[src/msr_pkg.sv]
package msr_pkg;

    // default field width and reset modulus
    localparam int DEF_WIDTH   = 31;
    localparam int PRIME_RESET = 7;

    // datapath operations issued by the controller
    typedef enum logic [4:0] {
        OP_NONE,
        OP_LOAD,
        OP_QINIT,
        OP_QSHIFT,
        OP_ZINIT,
        OP_ZINC,
        OP_MINIT,
        OP_IINIT,
        OP_IINC,
        OP_MSET,
        OP_RED,
        OP_EUL,
        OP_P34,
        OP_ZCHK,
        OP_POWC,
        OP_POWR,
        OP_POWT,
        OP_SQT,
        OP_SQT2,
        OP_POWB,
        OP_MRB,
        OP_MBB,
        OP_MTC,
        OP_FZERO1,
        OP_FZERO0,
        OP_FN,
        OP_FRES,
        OP_FR,
        OP_EMIT
    } op_t;

    typedef struct packed {
        op_t op;
    } cmd_t;

    typedef struct packed {
        logic unit_done;
        logic res_one;
        logic res_pm1;
        logic p_lt2;
        logic p_eq2;
        logic p_mod3;
        logic n_zero;
        logic q_shift;
        logic z_ge_p;
        logic t_one;
        logic t2_one;
        logic i_lt_m;
    } status_t;

    // controller states
    typedef enum logic [4:0] {
        ST_IDLE,
        ST_CHK,
        ST_WAIT,
        ST_ZERO,
        ST_EULER,
        ST_ROOT34,
        ST_QLOOP,
        ST_ZLOOP,
        ST_ZTEST,
        ST_SETUP_C,
        ST_SETUP_R,
        ST_SETUP_T,
        ST_OUTER,
        ST_SQ,
        ST_INNER,
        ST_IINC,
        ST_UPD_R,
        ST_UPD_C,
        ST_UPD_T,
        ST_MSET,
        ST_EMIT
    } st_t;

    // exponentiation unit states
    typedef enum logic [2:0] {
        PW_IDLE,
        PW_ONE,
        PW_ONE_WAIT,
        PW_TEST,
        PW_MUL,
        PW_MUL_WAIT,
        PW_SQ,
        PW_SQ_WAIT
    } pw_t;

endpackage

[src/msr_mulmod.sv]
module msr_mulmod #(
    parameter int WIDTH = msr_pkg::DEF_WIDTH
) (
    input  logic             clk,
    input  logic             rst_n,
    input  logic             start,
    input  logic [WIDTH-1:0] a,
    input  logic [WIDTH-1:0] b,
    input  logic [WIDTH-1:0] p,
    output logic             done,
    output logic [WIDTH-1:0] res
);

    localparam int CW = $clog2(WIDTH + 1);

    logic             busy_reg;
    logic             done_reg;
    logic [CW-1:0]    cnt_reg;
    logic [WIDTH-1:0] acc_reg;
    logic [WIDTH-1:0] acc_next;
    logic [WIDTH-1:0] sh_reg;
    logic [WIDTH+1:0] sum;
    logic [WIDTH+1:0] p1;
    logic [WIDTH+1:0] p2;

    // one multiplier bit per cycle: acc = 2*acc + bit*a, brought back below p
    always_comb
    begin
        sum = {1'b0, acc_reg, 1'b0} + (sh_reg[WIDTH-1] ? {2'b00, a} : '0);
        p1  = {2'b00, p};
        p2  = {1'b0, p, 1'b0};
        if (sum >= p2)
        begin
            acc_next = WIDTH'(sum - p2);
        end
        else if (sum >= p1)
        begin
            acc_next = WIDTH'(sum - p1);
        end
        else
        begin
            acc_next = sum[WIDTH-1:0];
        end
    end

    // control
    always_ff @(posedge clk or negedge rst_n)
    begin
        if (!rst_n)
        begin
            busy_reg <= 1'b0;
            done_reg <= 1'b0;
            cnt_reg  <= '0;
        end
        else
        begin
            done_reg <= 1'b0;
            if (start)
            begin
                busy_reg <= 1'b1;
                cnt_reg  <= CW'(WIDTH);
            end
            else if (busy_reg)
            begin
                cnt_reg <= cnt_reg - 1'b1;
                if (cnt_reg == CW'(1))
                begin
                    busy_reg <= 1'b0;
                    done_reg <= 1'b1;
                end
            end
        end
    end

    // datapath
    always_ff @(posedge clk)
    begin
        if (start)
        begin
            acc_reg <= '0;
            sh_reg  <= b;
        end
        else if (busy_reg)
        begin
            acc_reg <= acc_next;
            sh_reg  <= {sh_reg[WIDTH-2:0], 1'b0};
        end
    end

    assign done = done_reg;
    assign res  = acc_reg;

endmodule

[src/msr_powmod.sv]
module msr_powmod #(
    parameter int WIDTH = msr_pkg::DEF_WIDTH
) (
    input  logic             clk,
    input  logic             rst_n,
    input  logic             start,
    input  logic             mul_mode,
    input  logic [WIDTH-1:0] a,
    input  logic [WIDTH-1:0] e,
    input  logic [WIDTH-1:0] p,
    output logic             done,
    output logic [WIDTH-1:0] res
);

    msr_pkg::pw_t     st_reg;
    msr_pkg::pw_t     st_next;
    logic             done_reg;
    logic [WIDTH-1:0] acc_reg;
    logic [WIDTH-1:0] base_reg;
    logic [WIDTH-1:0] ex_reg;
    logic             mm_start;
    logic [WIDTH-1:0] mm_a;
    logic [WIDTH-1:0] mm_b;
    logic             mm_done;
    logic [WIDTH-1:0] mm_res;

    msr_mulmod #(.WIDTH(WIDTH)) u_mulmod (
        .clk   (clk),
        .rst_n (rst_n),
        .start (mm_start),
        .a     (mm_a),
        .b     (mm_b),
        .p     (p),
        .done  (mm_done),
        .res   (mm_res)
    );

    // next state: square and multiply with the exponent taken from the low bit, or one product in mul_mode
    always_comb
    begin
        st_next = st_reg;
        unique case (st_reg)
            msr_pkg::PW_IDLE:
            begin
                if (start)
                begin
                    st_next = mul_mode ? msr_pkg::PW_ONE : msr_pkg::PW_TEST;
                end
            end
            msr_pkg::PW_ONE:      st_next = msr_pkg::PW_ONE_WAIT;
            msr_pkg::PW_ONE_WAIT:
            begin
                if (mm_done)
                begin
                    st_next = msr_pkg::PW_IDLE;
                end
            end
            msr_pkg::PW_TEST:
            begin
                if (ex_reg == '0)
                begin
                    st_next = msr_pkg::PW_IDLE;
                end
                else if (ex_reg[0])
                begin
                    st_next = msr_pkg::PW_MUL;
                end
                else
                begin
                    st_next = msr_pkg::PW_SQ;
                end
            end
            msr_pkg::PW_MUL:      st_next = msr_pkg::PW_MUL_WAIT;
            msr_pkg::PW_MUL_WAIT:
            begin
                if (mm_done)
                begin
                    st_next = msr_pkg::PW_SQ;
                end
            end
            msr_pkg::PW_SQ:       st_next = msr_pkg::PW_SQ_WAIT;
            msr_pkg::PW_SQ_WAIT:
            begin
                if (mm_done)
                begin
                    st_next = msr_pkg::PW_TEST;
                end
            end
            default:              st_next = msr_pkg::PW_IDLE;
        endcase
    end

    // multiplier commands and operands
    always_comb
    begin
        mm_start = 1'b0;
        mm_a     = base_reg;
        mm_b     = base_reg;
        unique case (st_reg)
            msr_pkg::PW_ONE:
            begin
                mm_start = 1'b1;
                mm_b     = ex_reg;
            end
            msr_pkg::PW_MUL:
            begin
                mm_start = 1'b1;
                mm_a     = acc_reg;
            end
            msr_pkg::PW_MUL_WAIT:
            begin
                mm_a = acc_reg;
            end
            msr_pkg::PW_SQ:
            begin
                mm_start = 1'b1;
            end
            default:
            begin
                mm_start = 1'b0;
            end
        endcase
    end

    // control
    always_ff @(posedge clk or negedge rst_n)
    begin
        if (!rst_n)
        begin
            st_reg   <= msr_pkg::PW_IDLE;
            done_reg <= 1'b0;
        end
        else
        begin
            st_reg   <= st_next;
            done_reg <= ((st_reg == msr_pkg::PW_TEST) && (ex_reg == '0)) ||
                        ((st_reg == msr_pkg::PW_ONE_WAIT) && mm_done);
        end
    end

    // operands and accumulator
    always_ff @(posedge clk)
    begin
        if ((st_reg == msr_pkg::PW_IDLE) && start)
        begin
            base_reg <= a;
            ex_reg   <= e;
            acc_reg  <= WIDTH'(1);
        end
        else if (mm_done)
        begin
            if ((st_reg == msr_pkg::PW_ONE_WAIT) || (st_reg == msr_pkg::PW_MUL_WAIT))
            begin
                acc_reg <= mm_res;
            end
            else if (st_reg == msr_pkg::PW_SQ_WAIT)
            begin
                base_reg <= mm_res;
                ex_reg   <= {1'b0, ex_reg[WIDTH-1:1]};
            end
        end
    end

    assign done = done_reg;
    assign res  = acc_reg;

endmodule

[src/msr_datapath.sv]
module msr_datapath #(
    parameter int WIDTH = msr_pkg::DEF_WIDTH
) (
    input  logic              clk,
    input  logic              rst_n,
    input  logic              cfg_write,
    input  logic [WIDTH-1:0]  cfg_value,
    input  logic [WIDTH-1:0]  in_value,
    input  msr_pkg::cmd_t     cmd,
    output msr_pkg::status_t  status,
    output logic [WIDTH-1:0]  out_root,
    output logic              out_found
);

    localparam int SW = $clog2(WIDTH + 1);

    logic [WIDTH-1:0] p_reg;
    logic [WIDTH-1:0] n_reg;
    logic [WIDTH-1:0] q_reg;
    logic [WIDTH-1:0] z_reg;
    logic [WIDTH-1:0] c_reg;
    logic [WIDTH-1:0] r_reg;
    logic [WIDTH-1:0] t_reg;
    logic [WIDTH-1:0] t2_reg;
    logic [WIDTH-1:0] b_reg;
    logic [SW-1:0]    s_reg;
    logic [SW-1:0]    m_reg;
    logic [SW-1:0]    i_reg;
    msr_pkg::op_t     dest_reg;
    logic [WIDTH-1:0] ans_root_reg;
    logic             ans_found_reg;
    logic [WIDTH-1:0] out_root_reg;
    logic             out_found_reg;

    logic             u_start;
    logic             u_mul;
    logic [WIDTH-1:0] u_a;
    logic [WIDTH-1:0] u_e;
    logic             u_done;
    logic [WIDTH-1:0] u_res;
    logic [WIDTH-1:0] half;
    logic [SW-1:0]    shamt;

    assign half  = (p_reg - WIDTH'(1)) >> 1;
    assign shamt = m_reg - i_reg - SW'(1);

    msr_powmod #(.WIDTH(WIDTH)) u_powmod (
        .clk      (clk),
        .rst_n    (rst_n),
        .start    (u_start),
        .mul_mode (u_mul),
        .a        (u_a),
        .e        (u_e),
        .p        (p_reg),
        .done     (u_done),
        .res      (u_res)
    );

    // operand select for the exponentiation unit
    always_comb
    begin
        u_start = 1'b1;
        u_mul   = 1'b0;
        u_a     = n_reg;
        u_e     = half;
        unique case (cmd.op)
            msr_pkg::OP_RED:
            begin
                u_mul = 1'b1;
                u_a   = WIDTH'(1);
                u_e   = n_reg;
            end
            msr_pkg::OP_EUL:  u_e = half;
            msr_pkg::OP_P34:  u_e = (p_reg >> 2) + WIDTH'(1);
            msr_pkg::OP_ZCHK:
            begin
                u_a = z_reg;
                u_e = half;
            end
            msr_pkg::OP_POWC:
            begin
                u_a = z_reg;
                u_e = q_reg;
            end
            msr_pkg::OP_POWR: u_e = (q_reg >> 1) + WIDTH'(1);
            msr_pkg::OP_POWT: u_e = q_reg;
            msr_pkg::OP_SQT:
            begin
                u_mul = 1'b1;
                u_a   = t_reg;
                u_e   = t_reg;
            end
            msr_pkg::OP_SQT2:
            begin
                u_mul = 1'b1;
                u_a   = t2_reg;
                u_e   = t2_reg;
            end
            msr_pkg::OP_POWB:
            begin
                u_a = c_reg;
                u_e = WIDTH'(1) << shamt;
            end
            msr_pkg::OP_MRB:
            begin
                u_mul = 1'b1;
                u_a   = r_reg;
                u_e   = b_reg;
            end
            msr_pkg::OP_MBB:
            begin
                u_mul = 1'b1;
                u_a   = b_reg;
                u_e   = b_reg;
            end
            msr_pkg::OP_MTC:
            begin
                u_mul = 1'b1;
                u_a   = t_reg;
                u_e   = c_reg;
            end
            default:
            begin
                u_start = 1'b0;
            end
        endcase
    end

    // modulus register and writeback target
    always_ff @(posedge clk or negedge rst_n)
    begin
        if (!rst_n)
        begin
            p_reg    <= WIDTH'(msr_pkg::PRIME_RESET);
            dest_reg <= msr_pkg::OP_NONE;
        end
        else
        begin
            if (cfg_write)
            begin
                p_reg <= cfg_value;
            end
            if (u_start)
            begin
                dest_reg <= cmd.op;
            end
        end
    end

    // working registers
    always_ff @(posedge clk)
    begin
        case (cmd.op)
            msr_pkg::OP_LOAD:   n_reg <= in_value;
            msr_pkg::OP_QINIT:
            begin
                q_reg <= p_reg - WIDTH'(1);
                s_reg <= '0;
            end
            msr_pkg::OP_QSHIFT:
            begin
                q_reg <= q_reg >> 1;
                s_reg <= s_reg + SW'(1);
            end
            msr_pkg::OP_ZINIT:  z_reg <= WIDTH'(2);
            msr_pkg::OP_ZINC:   z_reg <= z_reg + WIDTH'(1);
            msr_pkg::OP_MINIT:  m_reg <= s_reg;
            msr_pkg::OP_IINIT:  i_reg <= SW'(1);
            msr_pkg::OP_IINC:   i_reg <= i_reg + SW'(1);
            msr_pkg::OP_MSET:   m_reg <= i_reg;
            msr_pkg::OP_FZERO1:
            begin
                ans_root_reg  <= '0;
                ans_found_reg <= 1'b1;
            end
            msr_pkg::OP_FZERO0:
            begin
                ans_root_reg  <= '0;
                ans_found_reg <= 1'b0;
            end
            msr_pkg::OP_FN:
            begin
                ans_root_reg  <= n_reg;
                ans_found_reg <= 1'b1;
            end
            msr_pkg::OP_FRES:
            begin
                ans_root_reg  <= u_res;
                ans_found_reg <= 1'b1;
            end
            msr_pkg::OP_FR:
            begin
                ans_root_reg  <= r_reg;
                ans_found_reg <= 1'b1;
            end
            msr_pkg::OP_EMIT:
            begin
                out_root_reg  <= ans_root_reg;
                out_found_reg <= ans_found_reg;
            end
            default:
            begin
            end
        endcase
        // unit result writeback
        if (u_done)
        begin
            case (dest_reg) inside
                msr_pkg::OP_RED:                   n_reg  <= u_res;
                msr_pkg::OP_POWC, msr_pkg::OP_MBB: c_reg  <= u_res;
                msr_pkg::OP_POWR, msr_pkg::OP_MRB: r_reg  <= u_res;
                msr_pkg::OP_POWT, msr_pkg::OP_MTC: t_reg  <= u_res;
                msr_pkg::OP_SQT, msr_pkg::OP_SQT2: t2_reg <= u_res;
                msr_pkg::OP_POWB:                  b_reg  <= u_res;
                default:
                begin
                end
            endcase
        end
    end

    // status to the controller
    always_comb
    begin
        status.unit_done = u_done;
        status.res_one   = (u_res == WIDTH'(1));
        status.res_pm1   = (u_res == p_reg - WIDTH'(1));
        status.p_lt2     = (p_reg < WIDTH'(2));
        status.p_eq2     = (p_reg == WIDTH'(2));
        status.p_mod3    = (p_reg[1:0] == 2'b11);
        status.n_zero    = (n_reg == '0);
        status.q_shift   = (q_reg != '0) && !q_reg[0];
        status.z_ge_p    = (z_reg >= p_reg);
        status.t_one     = (t_reg == WIDTH'(1));
        status.t2_one    = (t2_reg == WIDTH'(1));
        status.i_lt_m    = (i_reg < m_reg);
    end

    assign out_root  = out_root_reg;
    assign out_found = out_found_reg;

endmodule

[src/msr_ctrl.sv]
module msr_ctrl (
    input  logic             clk,
    input  logic             rst_n,
    input  logic             in_valid,
    output logic             in_ready,
    output logic             out_valid,
    input  logic             out_ready,
    input  msr_pkg::status_t status,
    output msr_pkg::cmd_t    cmd
);

    msr_pkg::st_t state_reg;
    msr_pkg::st_t state_next;
    msr_pkg::st_t ret_reg;
    msr_pkg::st_t ret_next;
    logic         out_valid_reg;
    logic         slot_free;

    assign slot_free = !out_valid_reg || out_ready;

    // next state
    always_comb
    begin
        state_next = state_reg;
        ret_next   = ret_reg;
        unique case (state_reg)
            msr_pkg::ST_IDLE:
            begin
                if (in_valid)
                begin
                    state_next = msr_pkg::ST_CHK;
                end
            end
            msr_pkg::ST_CHK:
            begin
                if (status.p_lt2)
                begin
                    state_next = msr_pkg::ST_EMIT;
                end
                else
                begin
                    state_next = msr_pkg::ST_WAIT;
                    ret_next   = msr_pkg::ST_ZERO;
                end
            end
            msr_pkg::ST_WAIT:
            begin
                if (status.unit_done)
                begin
                    state_next = ret_reg;
                end
            end
            msr_pkg::ST_ZERO:
            begin
                if (status.n_zero || status.p_eq2)
                begin
                    state_next = msr_pkg::ST_EMIT;
                end
                else
                begin
                    state_next = msr_pkg::ST_WAIT;
                    ret_next   = msr_pkg::ST_EULER;
                end
            end
            msr_pkg::ST_EULER:
            begin
                if (!status.res_one)
                begin
                    state_next = msr_pkg::ST_EMIT;
                end
                else if (status.p_mod3)
                begin
                    state_next = msr_pkg::ST_WAIT;
                    ret_next   = msr_pkg::ST_ROOT34;
                end
                else
                begin
                    state_next = msr_pkg::ST_QLOOP;
                end
            end
            msr_pkg::ST_ROOT34: state_next = msr_pkg::ST_EMIT;
            msr_pkg::ST_QLOOP:
            begin
                if (!status.q_shift)
                begin
                    state_next = msr_pkg::ST_ZLOOP;
                end
            end
            msr_pkg::ST_ZLOOP:
            begin
                if (status.z_ge_p)
                begin
                    state_next = msr_pkg::ST_EMIT;
                end
                else
                begin
                    state_next = msr_pkg::ST_WAIT;
                    ret_next   = msr_pkg::ST_ZTEST;
                end
            end
            msr_pkg::ST_ZTEST:
            begin
                state_next = status.res_pm1 ? msr_pkg::ST_SETUP_C : msr_pkg::ST_ZLOOP;
            end
            msr_pkg::ST_SETUP_C:
            begin
                state_next = msr_pkg::ST_WAIT;
                ret_next   = msr_pkg::ST_SETUP_R;
            end
            msr_pkg::ST_SETUP_R:
            begin
                state_next = msr_pkg::ST_WAIT;
                ret_next   = msr_pkg::ST_SETUP_T;
            end
            msr_pkg::ST_SETUP_T:
            begin
                state_next = msr_pkg::ST_WAIT;
                ret_next   = msr_pkg::ST_OUTER;
            end
            msr_pkg::ST_OUTER:
            begin
                state_next = status.t_one ? msr_pkg::ST_EMIT : msr_pkg::ST_SQ;
            end
            msr_pkg::ST_SQ:
            begin
                state_next = msr_pkg::ST_WAIT;
                ret_next   = msr_pkg::ST_INNER;
            end
            msr_pkg::ST_INNER:
            begin
                if (!status.t2_one && status.i_lt_m)
                begin
                    state_next = msr_pkg::ST_WAIT;
                    ret_next   = msr_pkg::ST_IINC;
                end
                else if (!status.i_lt_m)
                begin
                    state_next = msr_pkg::ST_EMIT;
                end
                else
                begin
                    state_next = msr_pkg::ST_WAIT;
                    ret_next   = msr_pkg::ST_UPD_R;
                end
            end
            msr_pkg::ST_IINC:   state_next = msr_pkg::ST_INNER;
            msr_pkg::ST_UPD_R:
            begin
                state_next = msr_pkg::ST_WAIT;
                ret_next   = msr_pkg::ST_UPD_C;
            end
            msr_pkg::ST_UPD_C:
            begin
                state_next = msr_pkg::ST_WAIT;
                ret_next   = msr_pkg::ST_UPD_T;
            end
            msr_pkg::ST_UPD_T:
            begin
                state_next = msr_pkg::ST_WAIT;
                ret_next   = msr_pkg::ST_MSET;
            end
            msr_pkg::ST_MSET:   state_next = msr_pkg::ST_OUTER;
            msr_pkg::ST_EMIT:
            begin
                if (slot_free)
                begin
                    state_next = msr_pkg::ST_IDLE;
                end
            end
            default:            state_next = msr_pkg::ST_IDLE;
        endcase
    end

    // datapath commands
    always_comb
    begin
        cmd.op = msr_pkg::OP_NONE;
        unique case (state_reg)
            msr_pkg::ST_IDLE:
            begin
                if (in_valid)
                begin
                    cmd.op = msr_pkg::OP_LOAD;
                end
            end
            msr_pkg::ST_CHK:
            begin
                cmd.op = status.p_lt2 ? msr_pkg::OP_FZERO1 : msr_pkg::OP_RED;
            end
            msr_pkg::ST_ZERO:
            begin
                if (status.n_zero)
                begin
                    cmd.op = msr_pkg::OP_FZERO1;
                end
                else if (status.p_eq2)
                begin
                    cmd.op = msr_pkg::OP_FN;
                end
                else
                begin
                    cmd.op = msr_pkg::OP_EUL;
                end
            end
            msr_pkg::ST_EULER:
            begin
                if (!status.res_one)
                begin
                    cmd.op = msr_pkg::OP_FZERO0;
                end
                else if (status.p_mod3)
                begin
                    cmd.op = msr_pkg::OP_P34;
                end
                else
                begin
                    cmd.op = msr_pkg::OP_QINIT;
                end
            end
            msr_pkg::ST_ROOT34: cmd.op = msr_pkg::OP_FRES;
            msr_pkg::ST_QLOOP:
            begin
                cmd.op = status.q_shift ? msr_pkg::OP_QSHIFT : msr_pkg::OP_ZINIT;
            end
            msr_pkg::ST_ZLOOP:
            begin
                cmd.op = status.z_ge_p ? msr_pkg::OP_FZERO0 : msr_pkg::OP_ZCHK;
            end
            msr_pkg::ST_ZTEST:
            begin
                cmd.op = status.res_pm1 ? msr_pkg::OP_MINIT : msr_pkg::OP_ZINC;
            end
            msr_pkg::ST_SETUP_C: cmd.op = msr_pkg::OP_POWC;
            msr_pkg::ST_SETUP_R: cmd.op = msr_pkg::OP_POWR;
            msr_pkg::ST_SETUP_T: cmd.op = msr_pkg::OP_POWT;
            msr_pkg::ST_OUTER:
            begin
                cmd.op = status.t_one ? msr_pkg::OP_FR : msr_pkg::OP_IINIT;
            end
            msr_pkg::ST_SQ:     cmd.op = msr_pkg::OP_SQT;
            msr_pkg::ST_INNER:
            begin
                if (!status.t2_one && status.i_lt_m)
                begin
                    cmd.op = msr_pkg::OP_SQT2;
                end
                else if (!status.i_lt_m)
                begin
                    cmd.op = msr_pkg::OP_FZERO0;
                end
                else
                begin
                    cmd.op = msr_pkg::OP_POWB;
                end
            end
            msr_pkg::ST_IINC:   cmd.op = msr_pkg::OP_IINC;
            msr_pkg::ST_UPD_R:  cmd.op = msr_pkg::OP_MRB;
            msr_pkg::ST_UPD_C:  cmd.op = msr_pkg::OP_MBB;
            msr_pkg::ST_UPD_T:  cmd.op = msr_pkg::OP_MTC;
            msr_pkg::ST_MSET:   cmd.op = msr_pkg::OP_MSET;
            msr_pkg::ST_EMIT:
            begin
                if (slot_free)
                begin
                    cmd.op = msr_pkg::OP_EMIT;
                end
            end
            default:            cmd.op = msr_pkg::OP_NONE;
        endcase
    end

    // state and output word valid
    always_ff @(posedge clk or negedge rst_n)
    begin
        if (!rst_n)
        begin
            state_reg     <= msr_pkg::ST_IDLE;
            ret_reg       <= msr_pkg::ST_IDLE;
            out_valid_reg <= 1'b0;
        end
        else
        begin
            state_reg <= state_next;
            ret_reg   <= ret_next;
            if ((state_reg == msr_pkg::ST_EMIT) && slot_free)
            begin
                out_valid_reg <= 1'b1;
            end
            else if (out_ready)
            begin
                out_valid_reg <= 1'b0;
            end
        end
    end

    assign in_ready  = (state_reg == msr_pkg::ST_IDLE);
    assign out_valid = out_valid_reg;

endmodule

[src/modular_square_root.sv]
// Modular square root (Tonelli-Shanks): each input word gives one output word with a root x,
// x*x = value mod p, and has_root, or root 0 with has_root 0 for a non-residue. p is taken
// from the configuration channel (reset 7) and may only change while no word is in flight.
// One word is worked on at a time; the next is accepted once the result sits in the output
// register. All arithmetic runs through one bit-serial modular multiplier; an exponentiation
// costs up to about 2*WIDTH products. A modulus of 3 mod 4 needs two exponentiations; other
// moduli add one exponentiation per candidate tested, three for setup, and per round a few
// products plus one exponentiation.
module modular_square_root #(
    parameter int WIDTH = msr_pkg::DEF_WIDTH
) (
    input  logic                                 clk,
    input  logic                                 rst_n,
    input  logic                                 cfg_valid,
    output logic                                 cfg_ready,
    input  logic [WIDTH-1:0]                     cfg_data,
    input  logic                                 s_axis_tvalid,
    output logic                                 s_axis_tready,
    // value
    input  logic [((WIDTH + 7) / 8) * 8 - 1:0]  s_axis_tdata,
    output logic                                 m_axis_tvalid,
    input  logic                                 m_axis_tready,
    // root
    output logic [((WIDTH + 7) / 8) * 8 - 1:0]  m_axis_tdata,
    // has_root
    output logic                                 m_axis_tuser
);

    localparam int TW = ((WIDTH + 7) / 8) * 8;

    msr_pkg::cmd_t    cmd;
    msr_pkg::status_t status;
    logic [WIDTH-1:0] root;

    assign cfg_ready = 1'b1;

    msr_ctrl u_ctrl (
        .clk       (clk),
        .rst_n     (rst_n),
        .in_valid  (s_axis_tvalid),
        .in_ready  (s_axis_tready),
        .out_valid (m_axis_tvalid),
        .out_ready (m_axis_tready),
        .status    (status),
        .cmd       (cmd)
    );

    msr_datapath #(.WIDTH(WIDTH)) u_datapath (
        .clk       (clk),
        .rst_n     (rst_n),
        .cfg_write (cfg_valid),
        .cfg_value (cfg_data),
        .in_value  (s_axis_tdata[WIDTH-1:0]),
        .cmd       (cmd),
        .status    (status),
        .out_root  (root),
        .out_found (m_axis_tuser)
    );

    // zero fill to whole bytes
    assign m_axis_tdata = TW'(root);

endmodule
[config.mk]
export PLATFORM = sky130hd
export DESIGN_NAME = modular_square_root
export DESIGN_NICKNAME = d
export VERILOG_FILES = /design/src/msr_pkg.sv /design/src/msr_mulmod.sv /design/src/msr_powmod.sv /design/src/msr_datapath.sv /design/src/msr_ctrl.sv /design/src/modular_square_root.sv
export SDC_FILE = /design/constraint.sdc
export NUM_CORES = 2
export LEC_CHECK = 0
export BUFFER_PORTS_ARGS = -buffer_cell sky130_fd_sc_hd__buf_4
export CAP_MARGIN = 20
export CORE_UTILIZATION = 50
export CTS_CLUSTER_SIZE = 28
export DETAILED_ROUTE_END_ITERATION = 8
export HOLD_SLACK_MARGIN = 0.12
export PLACE_DENSITY = 0.69
export RECOVER_POWER = 100
export SKIP_CTS_REPAIR_TIMING = 1
export SLEW_MARGIN = 25
export SYNTH_ARGS = -nofsm -noshare
export SYNTH_HDL_FRONTEND = slang
export SYNTH_SLANG_ARGS = --single-unit
[constraint.sdc]
create_clock -name clk -period 6.59 [get_ports clk]
set_input_delay 1.977 -clock clk [delete_from_list [all_inputs] [get_ports clk]]
set_output_delay 1.977 -clock clk [all_outputs]
set_load 0.02 [all_outputs]
* Word level (Yosys, flattened, before mapping)
Index checks and enable logic that the tools add are counted.
** Storage, ports and cells
- Bits of input ports :: 68
- Word-level logic and storage cells :: 278
- Register bits after elaboration :: 540
- Output and inout port bits :: 36
** Cells by class
- Bitwise gates (word level) :: 5
- Shift-type cells :: 1
- Add/sub/neg operators :: 12
- Muxes and demuxes :: 84
- Eq/ne operators :: 87
- Reduce and logical (&&, ||, !) cells :: 54
- $lt $le $gt $ge :: 5
** Operators by type and width (count)
- $mux W31 :: 18
- $pmux W31 S9 :: 1
- $pmux W31 S7 :: 1
- $mux W5 :: 28
- $eq A5 B5 Y1 const B :: 25
- $pmux W31 S2 :: 2
- $pmux W31 S4 :: 1
- $pmux W5 S20 :: 1
- $eq A5 B4 Y1 const B :: 19
- $eq A31 B1 Y1 const B :: 3
- $pmux W5 S15 :: 1
- $logic_not A31 Y1 :: 2
- $sub A31 B31 Y31 :: 2
- $pmux W5 S12 :: 1
- $eq A5 B3 Y1 const B :: 8
- $add A32 B31 Y33 :: 1
- $ge A33 B31 Y1 :: 1
- $ge A33 B32 Y1 :: 1
- $add A30 B1 Y31 const B :: 1
- $add A31 B1 Y31 const B :: 1
- $eq A31 B2 Y1 const B :: 1
- $eq A31 B31 Y1 :: 1
- $ge A31 B31 Y1 :: 1
- $lt A31 B2 Y1 const B :: 1
- other kinds (45) :: 126

* Longest topological paths before layout
- Word-level depth :: 11
- Mapped depth :: 29
- Gate-level depth less buffers :: 26

* By module
From an unflattened synthesis, not the netlist that was laid out.
** Unflattened totals
- Cell total of the unflattened synthesis :: 3564
- Area, all modules :: 35108.7 sq um
** Modules (own cells, without submodules)
- msr_datapath :: area an instance 20170.6 sq um, seq. area each 10413.7 sq um, cells an instance 1917, instances 1
- msr_mulmod :: area an instance 8654.6 sq um, seq. area each 1726.7 sq um, cells an instance 1096, instances 1
- msr_powmod :: area an instance 4810.9 sq um, seq. area each 2582.5 sq um, cells an instance 345, instances 1
- msr_ctrl :: area an instance 1450.1 sq um, seq. area each 275.3 sq um, cells an instance 202, instances 1
- modular_square_root :: area an instance 22.5 sq um, seq. area each 0.0 sq um, cells an instance 4, instances 1

* Worst setup path before layout
No wires, ideal clock.
- Path kind :: flip-flop to flip-flop
- Start :: register u_datapath.p_reg[17]
- End :: register u_datapath.q_reg[0] (enable)
- Clock period less this slack :: 7.290 ns
- Path slack :: -0.700 ns
- Library setup time :: 0.519 ns
- Data required time :: 6.071 ns
- Stages on the path, launching flop included :: 11
- Arrival :: 6.771 ns
- Cells stage by stage :: dfrtp_1 -> clkbuf_1 -> or4_1 -> or4b_2 -> nor4_1 -> xnor3_1 -> o2111a_1 -> nand3b_1 -> or4_4 -> o21ba_2 -> nor4_1
** Between the ends
- Longest elaborated chain between the ends :: 6
- Elaborated cells between the ends (all ways) :: 14
- Those cells by class :: 1 x add/sub; 2 x order compare; 4 x eq/ne; 6 x mux; 1 x reduce/logical
** RTL lines
- from (decl) :: RTL line msr_datapath.sv:17 : logic [WIDTH-1:0] p_reg;
- from (signal assigned) :: RTL line msr_datapath.sv:134 : p_reg <= WIDTH'(msr_pkg::PRIME_RESET);
- from (signal assigned) :: RTL line msr_datapath.sv:141 : p_reg <= cfg_value;
- $sub A31 B1 Y31 / $eq A31 B2 Y1 (equally long branches) :: RTL line msr_datapath.sv:227, msr_datapath.sv:229
- $eq A31 B31 Y1 / $mux W5 (equally long branches) :: RTL line msr_datapath.sv:227, msr_ctrl.sv:196
- $mux W2 / $mux W5 (equally long branches) :: RTL line msr_ctrl.sv:231, msr_ctrl.sv:192
- $pmux W5 S20 * :: RTL line msr_ctrl.sv:178 : unique case (state_reg)
- $eq A5 B2 Y1 :: RTL line msr_datapath.sv:153 : case (cmd.op)
- $reduce_bool A2 Y1 (no line) *
- to (signal assigned) :: RTL line msr_datapath.sv:157 : q_reg <= p_reg - WIDTH'(1);
- to (signal assigned) :: RTL line msr_datapath.sv:162 : q_reg <= q_reg >> 1;
- to (decl) :: RTL line msr_datapath.sv:19 : logic [WIDTH-1:0] q_reg;
Every way passes the cells marked *; elsewhere a longest branch is shown, timed or not.
A chain may end at the register's enable or synchronous reset.

* Final worst setup path
- Start :: register u_datapath.u_powmod.st_reg[1]
- End :: register u_datapath.u_powmod.u_mulmod.acc_reg[14] (netlist: u_datapath.u_powmod.u_mulmod.res[14])
** Between the ends
- Longest elaborated chain between the ends :: 8
- Elaborated cells between the ends (all ways) :: 16
- Those cells by class :: 3 x add/sub; 2 x order compare; 4 x eq/ne; 5 x mux; 2 x reduce/logical
** RTL lines
- from (decl) :: RTL line msr_powmod.sv:15 : msr_pkg::pw_t st_reg;
- from (signal assigned) :: RTL line msr_powmod.sv:130 : st_reg <= msr_pkg::PW_IDLE;
- from (signal assigned) :: RTL line msr_powmod.sv:135 : st_reg <= st_next;
- $eq A3 B3 Y1 :: RTL line msr_powmod.sv:99 : unique case (st_reg)
- $reduce_or A2 Y1 (no line)
- $mux W31 :: RTL line msr_powmod.sv:99
- $mux W31 :: RTL line msr_mulmod.sv:29 : sum = {1'b0, acc_reg, 1'b0} + (sh_reg[WIDTH-1] ? {2'b00, a} : '0);
- $add A32 B31 Y33 :: RTL line msr_mulmod.sv:29
- $sub A31 B31 Y31 / $ge A33 B31 Y1 (equally long branches) :: RTL line msr_mulmod.sv:38, msr_mulmod.sv:36
- $mux W31 :: RTL line msr_mulmod.sv:36 : else if (sum >= p1)
- $mux W31 :: RTL line msr_mulmod.sv:32 : if (sum >= p2)
- to (signal assigned) :: RTL line msr_mulmod.sv:85 : acc_reg <= acc_next;
- to (decl) :: RTL line msr_mulmod.sv:19 : logic [WIDTH-1:0] acc_reg;
Several ways; a longest one is shown, not always the timed one.

==> flow_summary.json <==
{
  "path_class": "flip-flop to flip-flop",
  "nets": 3847,
  "setup_viol": 0,
  "ys_ff_latch": 540,
  "ctsRootBufferMaster": "clkbuf_16",
  "drt_iter0_markers": 3846,
  "r2r-end": "u_datapath.u_powmod.u_mulmod.res[14]",
  "finalHoldViolations": 0,
  "area_delta_synth_final_pct": 11.2,
  "first_pass_iters": 6,
  "dieArea_mm2": 0.0687,
  "relSlewSlack_pct": -151,
  "ios": 104,
  "antenna_found_initial": 2,
  "finClkSkew_ns": 0.0329,
  "clock-sinks": 540,
  "place.gp.congestion": 0.984,
  "min_path_type": "flip-flop to flip-flop",
  "outcome": "finished with violations",
  "dp_slack_ns": 0.0952,
  "worst_slack_ns": 0.338,
  "synth_ff_type": "edfxtp_1",
  "p_leak_uw": 0.0145,
  "cp_num_cells": 27,
  "dp_hpwl_um": 88200,
  "clockBufferDepth": 3,
  "clk_pin_slew_ns": 0.06,
  "postRouteAntennaNets": 0,
  "endpoint_kind": "flip-flop",
  "diodes": 0,
  "synth_cells": 3541,
  "peakVddDrop_mv": 0.466,
  "clock.fmax_mhz": 160,
  "crit_start": "u_datapath.u_powmod.st_reg[1]",
  "globalRoute.totalOverflow": 0,
  "grt_pass1_wl_um": 173000,
  "critPathRequiredTime_ns": 7.15,
  "yosysTopAreaCell": "edfxtp_1",
  "max_stage_delay_ns": 0.40,
  "rsz0062_at_grt": "no",
  "reg2reg_depth": 27,
  "timing.final.crit_share_pct": 94.9,
  "endpoint": "u_datapath.u_powmod.u_mulmod.res[14]",
  "viasPerCell": 6.52,
  "synth_area_per_cell_um2": 9.55,
  "grt_pass1_vias": 27600,
  "wl_per_cell_um": 25.6,
  "start_util_pct": 51.0,
  "route.detailed.drc": 0,
  "setup_tns_ns": 0,
  "failed_checks": "capacitance limit, slew limit",
  "wirelength_um": 116000,
  "syn-num-nets": 3755,
  "synthTopCellsByArea": "edfxtp_1 35%, nand2_1 6.0%, dfxtp_1 5.5%, ha_1 5.3%, xnor2_1 4.1%",
  "cts_tree": "done",
  "critical_path.slowest_cell": "dfrtp_1",
  "synth_cell_types": 91,
  "path_delay_family": "compound AO/OA/AOI/OAI gates",
  "synth-edff-count": 389,
  "insertion_delay_ns": 0.65,
  "yosys.area.top_type_share_pct": 34.5,
  "core_mm2": 0.0663,
  "layout_min_cycle_time_ns": 6.25,
  "std_cell_rows": 94,
  "numCtsBuffers": 58,
  "timing.rr.start": "u_datapath.u_powmod.st_reg[1]",
  "synth.cell_area_mm2": 0.0338,
  "ys_async_sr_fraction_pct": 10.7,
  "maxCapViolCount": 13,
  "htreeDepth": 2,
  "critPathBufInv": 5,
  "arrival_ns": 6.81,
  "powerDensity_mw_per_mm2": 345,
  "reg2reg_slack_ns": 0.34,
  "grt_usage_pct": 33.4,
  "start_kind": "flip-flop",
  "ys_warn_count": 0,
  "ys_seq_area_share_pct": 44.4,
  "num_vias": 29600,
  "die_h_um": 262,
  "worstMarginPinSlew_ns": 3.76,
  "drive_gt1_share_pct": 9.70,
  "fp.dieW_um": 262,
  "critPathMaxFanout": 25,
  "io_buffers": 100,
  "grt_max_degree": 65,
  "drv_slew": 477
}
==> routing by layer <==
| layer | part of all wire, % | wire (um) | vias up | GRT usage [%] |
|---|---|---|---|---|
| met5 | 0 | 0 | - | 0 |
| met2 | 43 | 50500 | 1673 | 50.6 |
| met4 | 4.5 | 5250 | 0 | 13.9 |
| met3 | 11 | 12400 | 250 | 5.56 |
| met1 | 41 | 48000 | 14200 | 47.2 |
| li1 | - | - | 13500 | - |
==> per-stage QoR <==
step                      total power (uW)  hold WS [ns]  utilization [%]  cell area (um^2)  instances
after floorplan                       8090         0.400                -             33800       3541
after global placement                9560         0.401             54.4             36100       4433
after detailed placement              9630         0.405             54.4             36100       4433
after CTS                            12900         0.419             57.2             38000       4541
after global routing                 13700         0.429             56.7             37600       4545
final                                13000         0.418             56.7             37600       4545
==> Yosys cell counts, types with 12 or more instances <==
library cell	number
nand2_1	538
edfxtp_1	389
nor2_1	251
a21oi_1	250
clkbuf_1	174
xnor2_1	159
o21ai_0	146
ha_1	142
a22oi_1	99
inv_1	95
dfxtp_1	93
nand3_1	87
xor2_1	64
a221oi_1	62
nor3_1	62
nor4_1	57
dfrtp_1	55
nand4_1	55
mux2_2	48
a21o_1	45
a221o_1	45
a22o_1	43
mux2i_1	42
a21boi_0	40
o211ai_1	39
and3_1	36
mux2_1	32
a31oi_1	23
a211oi_1	21
and2_1	21
nor2b_1	21
nand2b_1	19
o2111ai_1	17
o221ai_1	17
o21bai_1	16
buf_1	15
buf_2	12
o21a_1	12
or4_1	12
==> cell families after synthesis <==
kind of cell / Yosys count / synth area share [%]
AND/OR/NAND/NOR: 1220 / 16.6
buffers and inverters: 310 / 3.65
multiplexers: 122 / 3.91
other: 2 / 0.0222
adder cells (fa/ha/maj): 146 / 5.49
XOR/XNOR: 228 / 6.11
AO/OA/AOI/OAI: 973 / 19.9
flip-flops: 540 / 44.4
==> where the power goes <==
part / internal (uW) / switching (uW) / total [uW]
combinational: 2580 / 3160 / 5730
clock: 1850 / 1410 / 3260
sequential: 3800 / 191 / 3990
total: 8230 / 4760 / 13000
==> worst reg2reg max path: stages (launching register included) <==
cell	delay [ns]
dfrtp_1	0.40
nor2b_2	0.19
buf_12	0.17
buf_4	0.24
nand2_1	0.07
a21boi_0	0.19
ha_1	0.27
buf_4	0.15
a21o_1	0.15
a21o_1	0.17
a21o_1	0.18
a31o_2	0.24
a41oi_1	0.31
o21bai_1	0.10
a21oi_1	0.18
xnor2_1	0.25
ha_1	0.36
and3_1	0.19
and2_0	0.18
and3_1	0.18
a2111oi_2	0.38
buf_4	0.18
o21bai_1	0.07
a21o_1	0.23
a221o_1	0.37
buf_4	0.23
o311a_1	0.41
a21oi_1	0.14
==> worst min-delay path by stage <==
stage / endpoint / slack, ns / startpoint / cells after the start
after global placement: u_datapath.out_root[23] / 0.40 / u_datapath.ans_root_reg[23] / 0
after floorplan: u_datapath.out_found / 0.40 / u_datapath.ans_found_reg / 0
final: u_datapath.out_root[21] / 0.42 / u_datapath.ans_root_reg[21] / 0
after global routing: u_datapath.out_root[5] / 0.43 / u_datapath.ans_root_reg[5] / 0
after CTS: u_datapath.out_root[22] / 0.42 / u_datapath.ans_root_reg[22] / 0
after detailed placement: u_datapath.out_root[20] / 0.40 / u_datapath.ans_root_reg[20] / 0
==> cells in the final DEF (no fill, tap or decap), drive strengths merged, types with 36 or more instances in the layout <==
cell type,instances
ha,142
and3,36
buf,150
nand3,87
dfxtp,93
a21boi,40
nor4,59
nand4,55
a221o,45
a21o,45
nor3,62
a22o,43
clkbuf,172
nand2,538
xor2,64
a22oi,99
mux2i,42
xnor2,159
a21oi,251
o21ai,146
a221oi,62
inv,97
nor2,251
edfxtp,389
mux2,80
o211ai,39
dfrtp,55
==> layout make-up <==
cell class / instances / area (um^2)
Clock buffer: 80 / 1590
Inverter: 100 / 375
Sequential cell: 540 / 15000
Multi-Input combinational cell: 2691 / 17700
Fill cell: 5955 / 28700
Tap cell: 864 / 1080
Clock inverter: 28 / 302
Timing Repair Buffer: 242 / 1570
(Power assumes the default switching activity.)
